<file path="src/design/nmt_pkg.sv">
package nmt_pkg;

   // Table geometry and counter widths.
   localparam int TABLE_ENTRIES = 64;
   localparam int CNT_W         = $clog2(TABLE_ENTRIES + 1);

   // External port allocation.
   localparam logic [15:0] PORT_BASE = 16'd1024;
   localparam logic [15:0] PORT_SPAN = 16'd64500;

   // Register reset values.
   localparam logic [15:0] IDLE_LIMIT_RESET = 16'd60;

   // Register indexes on the configuration port.
   localparam logic [0:0] CSR_EXTERNAL_ADDRESS = 1'b0;
   localparam logic [0:0] CSR_ICMP_IDLE_LIMIT  = 1'b1;

   // Flow kinds.
   localparam logic KIND_ICMP = 1'b0;

   // Result status codes.
   localparam logic [1:0] STATUS_OK    = 2'd0;
   localparam logic [1:0] STATUS_MISS  = 2'd1;
   localparam logic [1:0] STATUS_FULL  = 2'd2;

   typedef enum logic [1:0] {
      MODE_INSERT     = 2'd0,
      MODE_LOOKUP_IN  = 2'd1,
      MODE_LOOKUP_OUT = 2'd2,
      MODE_TICK       = 2'd3
   } mode_type;

   typedef enum logic [1:0] {
      ST_IDLE,
      ST_SWEEP,
      ST_HOLD
   } state_type;

   // Token that walks the cell chain, one cell per cycle.
   typedef struct packed {
      logic             active;
      mode_type         mode;
      logic [31:0]      addr;
      logic [15:0]      iport;
      logic [15:0]      oport;
      logic             kind;
      logic [31:0]      seq;
      logic [31:0]      now;
      logic [15:0]      limit;
      logic [15:0]      new_port;
      logic             hit;
      logic [31:0]      best_age;
      logic [31:0]      r_addr;
      logic [15:0]      r_iport;
      logic [15:0]      r_oport;
      logic             r_kind;
      logic [CNT_W-1:0] count;
   } token_type;

endpackage

</file>
<file path="src/design/nmt_cell.sv">
module nmt_cell (
   input  logic               clock,
   input  logic               reset,
   input  nmt_pkg::token_type tok_i,
   output nmt_pkg::token_type tok_o
);

   logic        valid_ff, valid_in;
   logic        kind_ff;
   logic [31:0] addr_ff;
   logic [15:0] iport_ff;
   logic [15:0] oport_ff;
   logic [31:0] stamp_ff;
   logic [31:0] order_ff;
   nmt_pkg::token_type tok_ff, tok_in;

   logic        is_lookup;
   logic        key_hit;
   logic [31:0] age;
   logic        take_lookup;
   logic        take_insert;
   logic        expire;

   // Match, placement and ageing decisions for the passing token.
   always_comb begin
      is_lookup = (tok_i.mode == nmt_pkg::MODE_LOOKUP_IN) ||
                  (tok_i.mode == nmt_pkg::MODE_LOOKUP_OUT);
      if (tok_i.mode == nmt_pkg::MODE_LOOKUP_OUT) begin
         key_hit = (oport_ff == tok_i.oport);
      end else begin
         key_hit = (addr_ff == tok_i.addr) && (iport_ff == tok_i.iport);
      end
      age = tok_i.seq - order_ff;
      take_lookup = tok_i.active && is_lookup && valid_ff && (kind_ff == tok_i.kind) &&
                    key_hit && (!tok_i.hit || (age < tok_i.best_age));
      take_insert = tok_i.active && (tok_i.mode == nmt_pkg::MODE_INSERT) &&
                    !tok_i.hit && !valid_ff;
      expire = tok_i.active && (tok_i.mode == nmt_pkg::MODE_TICK) && valid_ff &&
               (kind_ff == nmt_pkg::KIND_ICMP) &&
               ((tok_i.now - stamp_ff) > {16'd0, tok_i.limit});
   end

   // Updated token and valid bit.
   always_comb begin
      tok_in   = tok_i;
      valid_in = valid_ff;
      if (take_lookup) begin
         tok_in.hit      = 1'b1;
         tok_in.best_age = age;
         tok_in.r_addr   = addr_ff;
         tok_in.r_iport  = iport_ff;
         tok_in.r_oport  = oport_ff;
         tok_in.r_kind   = kind_ff;
      end
      if (take_insert) begin
         valid_in       = 1'b1;
         tok_in.hit     = 1'b1;
         tok_in.r_addr  = tok_i.addr;
         tok_in.r_iport = tok_i.iport;
         tok_in.r_oport = tok_i.new_port;
         tok_in.r_kind  = tok_i.kind;
      end
      if (expire) begin
         valid_in     = 1'b0;
         tok_in.count = tok_i.count + nmt_pkg::CNT_W'(1);
      end
   end

   // Control state.
   always_ff @(posedge clock) begin
      if (reset) begin
         valid_ff <= 1'b0;
      end else begin
         valid_ff <= valid_in;
      end
   end

   // Slot contents and token payload.
   always_ff @(posedge clock) begin
      if (reset) begin
         tok_ff.active <= 1'b0;
      end else begin
         tok_ff.active <= tok_in.active;
      end
      tok_ff.mode     <= tok_in.mode;
      tok_ff.addr     <= tok_in.addr;
      tok_ff.iport    <= tok_in.iport;
      tok_ff.oport    <= tok_in.oport;
      tok_ff.kind     <= tok_in.kind;
      tok_ff.seq      <= tok_in.seq;
      tok_ff.now      <= tok_in.now;
      tok_ff.limit    <= tok_in.limit;
      tok_ff.new_port <= tok_in.new_port;
      tok_ff.hit      <= tok_in.hit;
      tok_ff.best_age <= tok_in.best_age;
      tok_ff.r_addr   <= tok_in.r_addr;
      tok_ff.r_iport  <= tok_in.r_iport;
      tok_ff.r_oport  <= tok_in.r_oport;
      tok_ff.r_kind   <= tok_in.r_kind;
      tok_ff.count    <= tok_in.count;
      if (take_insert) begin
         kind_ff  <= tok_i.kind;
         addr_ff  <= tok_i.addr;
         iport_ff <= tok_i.iport;
         oport_ff <= tok_i.new_port;
         stamp_ff <= tok_i.now;
         order_ff <= tok_i.seq;
      end
   end

   assign tok_o = tok_ff;

endmodule

</file>
<file path="config.mk">
export PLATFORM = sky130hd
export DESIGN_NAME = nmt_cell
export DESIGN_NICKNAME = d
export VERILOG_FILES = /design/src/design/nmt_pkg.sv /design/src/design/nmt_cell.sv
export SDC_FILE = /design/constraint.sdc
export NUM_CORES = 1
export LEC_CHECK = 0
export BUFFER_PORTS_ARGS = -buffer_cell sky130_fd_sc_hd__buf_2
export CORE_AREA = 2 2 210 212
export DETAILED_ROUTE_END_ITERATION = 10
export DIE_AREA = 0 0 212 214
export GPL_TIMING_DRIVEN = 0
export PLACE_DENSITY = 0.66
export SYNTH_ARGS = -nofsm -noshare
export SYNTH_HDL_FRONTEND = slang
export SYNTH_SLANG_ARGS = --single-unit
</file>
<file path="constraint.sdc">
create_clock -name clock -period 5.7 [get_ports clock]
set_clock_uncertainty 0.2 [all_clocks]
set_input_delay 0.57 -clock clock [delete_from_list [all_inputs] [get_ports clock]]
set_output_delay 0.57 -clock clock [all_outputs]
set_load 0.01 [all_outputs]
</file>
After elaboration in Yosys (flattened, before gate mapping)
Index checks and enable logic that the tools add are counted.
{"block": "op_classes", "addsub": 3, "n_lt_le_gt_ge": 2, "n_eq_ne": 7, "muxes": 4, "bitwise_logic": 1, "reduce_logical": 20}
{"op": "97-bit two-way mux", "n": 1}
{"op": "65-bit two-way mux", "n": 1}
{"op": "32-bit subtractor", "n": 2}
{"op": "16-bit equality test", "n": 2}
{"op": "32-bit equality test", "n": 1}
{"op": "32-bit by 16-bit > comparator with 1-bit output", "n": 1}
{"op": "32-bit less-than comparator", "n": 1}
{"op": "1-bit logical AND", "n": 13}
{"op": "7-bit by 1-bit adder with 7-bit output (second input constant)", "n": 1}
{"op": "7-bit two-way mux", "n": 1}
{"op": "2-bit equality test (second input constant)", "n": 2}
{"op": "2-bit OR reduction", "n": 2}
{"op": "2-bit by 1-bit equality test with 1-bit output (second input constant)", "n": 1}
{"op": "1-bit zero test", "n": 2}
{"op": "2-bit zero test", "n": 1}
{"op": "1-bit logical OR", "n": 2}
{"op": "1-bit equality test", "n": 1}
{"op": "1-bit two-way mux", "n": 1}
{"op": "1-bit inverter", "n": 1}
{"block": "totals", "reg_bits": 399, "in_bits": 271, "word_cells": 61}

Depth between registers and ports, before layout
{"block": "depth", "depth_word": 9, "ltp_mapped": 24, "mapped_depth_nobuf": 22}

Worst setup path before layout
No wires, ideal clock.
{"block": "synth_path", "kind": "input-to-reg", "from": "input port tok_i[266] (netlist name)", "to": "register addr_ff[0], enable pin", "setup_time_ns": 0.544, "arrival_ns": 5.123, "required_ns": 4.956, "slack_ns": -0.167, "stages": 6, "path_buffers": 3, "cell_sequence": "inv_1 -> ha_1 -> nor4bb_1 -> clkbuf_1 -> clkbuf_1 -> clkbuf_1"}
{"block": "synth_between", "elab_chain_len": 4}
{"element": "from (decl)", "line": "nmt_cell.sv:4", "text": "input nmt_pkg::token_type tok_i,"}
{"element": "2-bit zero test", "line": "nmt_cell.sv:36", "text": "take_insert = tok_i.active && (tok_i.mode == nmt_pkg::MODE_INSERT) &&"}
{"element": "1-bit logical AND (2 in series)", "line": "nmt_cell.sv:36"}
{"element": "1-bit logical AND", "line": "nmt_cell.sv:37", "text": "!tok_i.hit && !valid_ff;"}
{"element": "via take_insert", "line": "nmt_cell.sv:21", "text": "logic take_insert;"}
{"element": "to (signal assigned)", "line": "nmt_cell.sv:103", "text": "addr_ff <= tok_i.addr;"}
{"element": "to (decl)", "line": "nmt_cell.sv:10", "text": "logic [31:0] addr_ff;"}
The timed path passes the listed nets, and every way through them passes these cells.
A chain may end at the register's enable or synchronous reset.

==> results.md <==
- Sequential share of the synthesized area: 56.43%
- CP Class: flop to flop
- Slew at the pin with the worst max-slew slack: 0.6708 ns
- CTS max path bufs: 3
- FF/Latch Area: 9279 µm²
- Final Setup Violations: 0
- Leak: 10.87 nW
- Crit-path max FO: 10
- IO Pins: 540
- Synthesized area: 16,440 µm²
- Port bufs: 539
- Yosys top cell area share: 32.87%
- Post-DP HPWL: 39,680 µm
- Final Worst Setup Slack: 0.2175 ns
- Clock root buffer: clkbuf_16
- Startpoint class of the critical path: flop
- Setup slack, reg-to-reg: 0.22 ns
- Vias per Instance: 4.925
- Most area-consuming cells after synthesis: dfxtp_1 33%, edfxtp_1 24%, ha_1 8.6%
- Initial antenna violation count: 18
- Critical Path, Cell by Cell: inv_1 > ha_1 > nor2b_1 > o31ai_4 > a211oi_4 > o2111ai_2 > a31oi_4 > o41a_1 > a211oi_2 > o21bai_1 > xor2_1 > ha_1 > a21o_1 > a21o_1 > a21oi_1 > nor2_1 > a211oi_1 > o21ai_0 > a21oi_2 > o211ai_1 > clkbuf_8 > buf_6 > mux2i_2 > o21ai_0
- Vias in the first global route: 14,510
- Power, Total: 7.054 mW
- Setup crit end: tok_o[18]
- Reg-to-Reg Start: order_ff[1]
- WL per Instance: 19.35 µm
- Post-synth top area cell: dfxtp_1
- Worst slew margin relative to its limit: 55.28%
- Worst reg2reg endpoint: tok_o[18]
- Clock Pin Slew Worst Setup and Hold Paths: 0.07 ns
- Clock Sinks: 399
- Crit path from: order_ff[1]
- Crit share post-route: 96.18%
- TritonCTS clock tree: done
- MaxCap Viol Count: 0
- Grt total ovfl: 0
- Peak Freq: 182.4 MHz
- Core box area: 42,890 µm²
- Worst vdd ir: 0.0002659 V
- CTS Buf Count: 44
- Final ANT Viol Nets: 0
- Req. time, crit path: 5.93 ns
- Fin nets: 2,589
- Type of the most critical hold path: primary input to flop
- 1st-iter DRT viols: 682
- Drt total wl: 54,900 µm
- Starting Density: 38.34%
- Register bit total from synthesis: 399
- P&R area growth vs syn: 42.31%
- Synthesis Warnings: 0
- CP endpoint kind: flop
- Final slew viol count: 0
- Tmin final: 5.482 ns
- Cells after synthesis: 1,445
- Non-Filler Instances: 2,837
- Setup TNS: 0 ns
- FP Rows: 76
- Die footprint: 45,370 µm²
- H-tree lvl count: 2
- Remaining DRCs: 0
- Async SR Flop Fraction: 0%
- Main synth FF type: dfxtp_1
- Worst EP arrival: 5.71 ns
- Placed cells: 2,570
- Status: finished clean
- Slowest cell on crit path: o41a_1
- Placer Congestion: 0.8782
- FILL cells: 3,623
- Die height: 214 µm
- Final Hold Viols: 0
- Unique cell type count in the Yosys netlist: 62
- Width of the die: 212 µm
- Post-synth EDFFs: 129
- Layout cells sized above 1: 30.68%
- Syn Nets: 1,831
- Setup WS pre-CTS: -1.172 ns
- Largest net degree at the start of global routing: 75
- Worst-skew pair later-pin latency: 0.57 ns
- Worst path max stage delay: 0.45 ns
- Mean post-synth cell area: 11.38 µm²
- Vias: 13,970
- RSZ-0062 raised after global routing: yes
- First-pass GRT wire length: 82,040 µm
- First-pass DRT Iterations: 5
- Cells on worst reg2reg path: 24
- Multi-input logic area: 6710 µm²
- Power Density: 301.4 nW/µm²
- GRT Resource Usage Total: 23.39%
## what timing repair did
| item | CTS | global route |
|---|---|---|
| pin swaps | 3 | 10 |
| endpoints found under the hold margin | 216 | 0 |
| hold buffers | 166 | 0 |
| buffers inserted | 1 | 6 |
| gates cloned | 0 | 1 |
| endpoints found under the setup margin | 92 | 100 |
| gates resized for setup | 19 | 37 |
## registers in the layout, indices dropped and copies added (netlist names)
register and cells:
order_ff 32, addr_ff 32, kind_ff 1, oport_ff 16, valid_ff 1, stamp_ff 32, tok_o 269, iport_ff 16
## worst min-delay path by stage
stage,start,endpoint,slack (ns),cells after the start
CTS,tok_i[101],tok_o[101],0.004,2
detailed placement,valid_ff,valid_ff,0.32,2
finish,tok_i[179],order_ff[10],0.04,1
global placement,valid_ff,valid_ff,0.32,2
floorplan,valid_ff,valid_ff,0.29,2
global route,tok_i[254],tok_o[254],0.02,1
## logic make-up (layout without fill, tap and decap cells)
logic type | count (synthesis) | in the layout | share of synthesized area (%)
flip-flops | 399 | 399 | 56.43
AO/OA/AOI/OAI | 288 | 288 | 10.72
AND/OR/NAND/NOR | 272 | 272 | 7.967
buffers and inverters | 155 | 949 | 3.546
XOR/XNOR | 117 | 117 | 6.232
adder cells (fa/ha/maj) | 115 | 115 | 8.842
multiplexers | 99 | 99 | 6.262
other | 0 | 13 | 0
## layer usage
| metal | GRT usage, % | vias up | part of all wire, % |
|---|---|---|---|
| met1 | 26.60 | 6617 | 39 |
| met5 | 0 | - | 0.11 |
| met4 | 11.62 | 12 | 5.2 |
| met2 | 40.92 | 532 | 49 |
| li1 | - | 6657 | - |
| met3 | 5.380 | 155 | 6.5 |
## synthesized netlist by cell type, types with 7 or more instances
| master | instances |
|---|---|
| dfxtp_1 | 270 |
| edfxtp_1 | 129 |
| inv_1 | 126 |
| ha_1 | 113 |
| nand2_1 | 111 |
| o21ai_0 | 106 |
| xnor2_1 | 92 |
| a21oi_1 | 70 |
| mux2i_1 | 68 |
| nor2_1 | 42 |
| nand4_1 | 32 |
| a21o_1 | 30 |
| mux2_2 | 30 |
| xor2_1 | 25 |
| clkbuf_1 | 23 |
| nand3_1 | 19 |
| nor3_1 | 16 |
| a211oi_1 | 13 |
| o211ai_1 | 9 |
| o21a_1 | 9 |
| o21bai_1 | 9 |
| nand2b_1 | 8 |
| and3_1 | 7 |
| nor2b_1 | 7 |
## placed cells by master, fill, tap and decap left out, types with 4 or more instances in the layout
cell,count
nor2_1,42
buf_2,540
mux2i_1,66
o21ai_1,6
clkbuf_1,25
clkbuf_8,12
dlygate4sd3_1,166
a21o_1,30
nand2b_1,8
or3_1,5
diode_2,13
nand4_1,32
edfxtp_1,129
o21bai_1,9
ha_1,110
clkbuf_16,52
inv_1,126
buf_4,11
and2_1,5
nor3_1,16
xnor2_1,92
o21ai_0,99
o211ai_1,9
o21a_1,9
a31oi_1,5
and3_1,6
a211oi_1,11
a31o_2,4
dfxtp_1,270
or4_1,4
nand3_1,19
a21boi_0,4
xor2_1,24
mux2_2,30
nor4_1,5
nand2_1,111
a21oi_1,68
nor2b_1,7
## worst max-delay path: cells and delay by family (launching register included)
kind,cells,cell delay (ns)
AOI/OAI and AO/OA,15,3.07
buffers and inverters,3,0.49
adders and majority gates,2,0.49
DFF,1,0.39
and+or+nand+nor,2,0.23
xor gates and xnor gates,1,0.23
muxes,1,0.23
## report_power, final
group	internal (mW)	switching, mW
clock	1.79	1.20
combinational	0.439	0.521
sequential	3.06	0.0381
total	5.29	1.76
## stage by stage
stage	cell area (µm²)	hold WS (ns)	utilization (%)
final	23400	0.04210	54.57
after global routing	23380	0.01604	54.53
after CTS	23190	0.003775	54.08
after detailed placement	19910	0.3177	46.43
after global placement	19870	0.3177	46.34
after floorplan	16440	0.2937	-
## layout make-up
cell class / instances / area share (%)
Inverter: 126 / 2.021
Clock inverter: 11 / 0.4170
Buffer: 27 / 0.6737
Clock buffer: 71 / 6.293
Sequential cell: 399 / 39.65
Tap cell: 585 / 3.128
Antenna cell: 13 / 0.1390
Multi-Input combinational cell: 891 / 28.67
Timing Repair Buffer: 714 / 19.00
No activity file was read; power rests on OpenSTA's default activity.
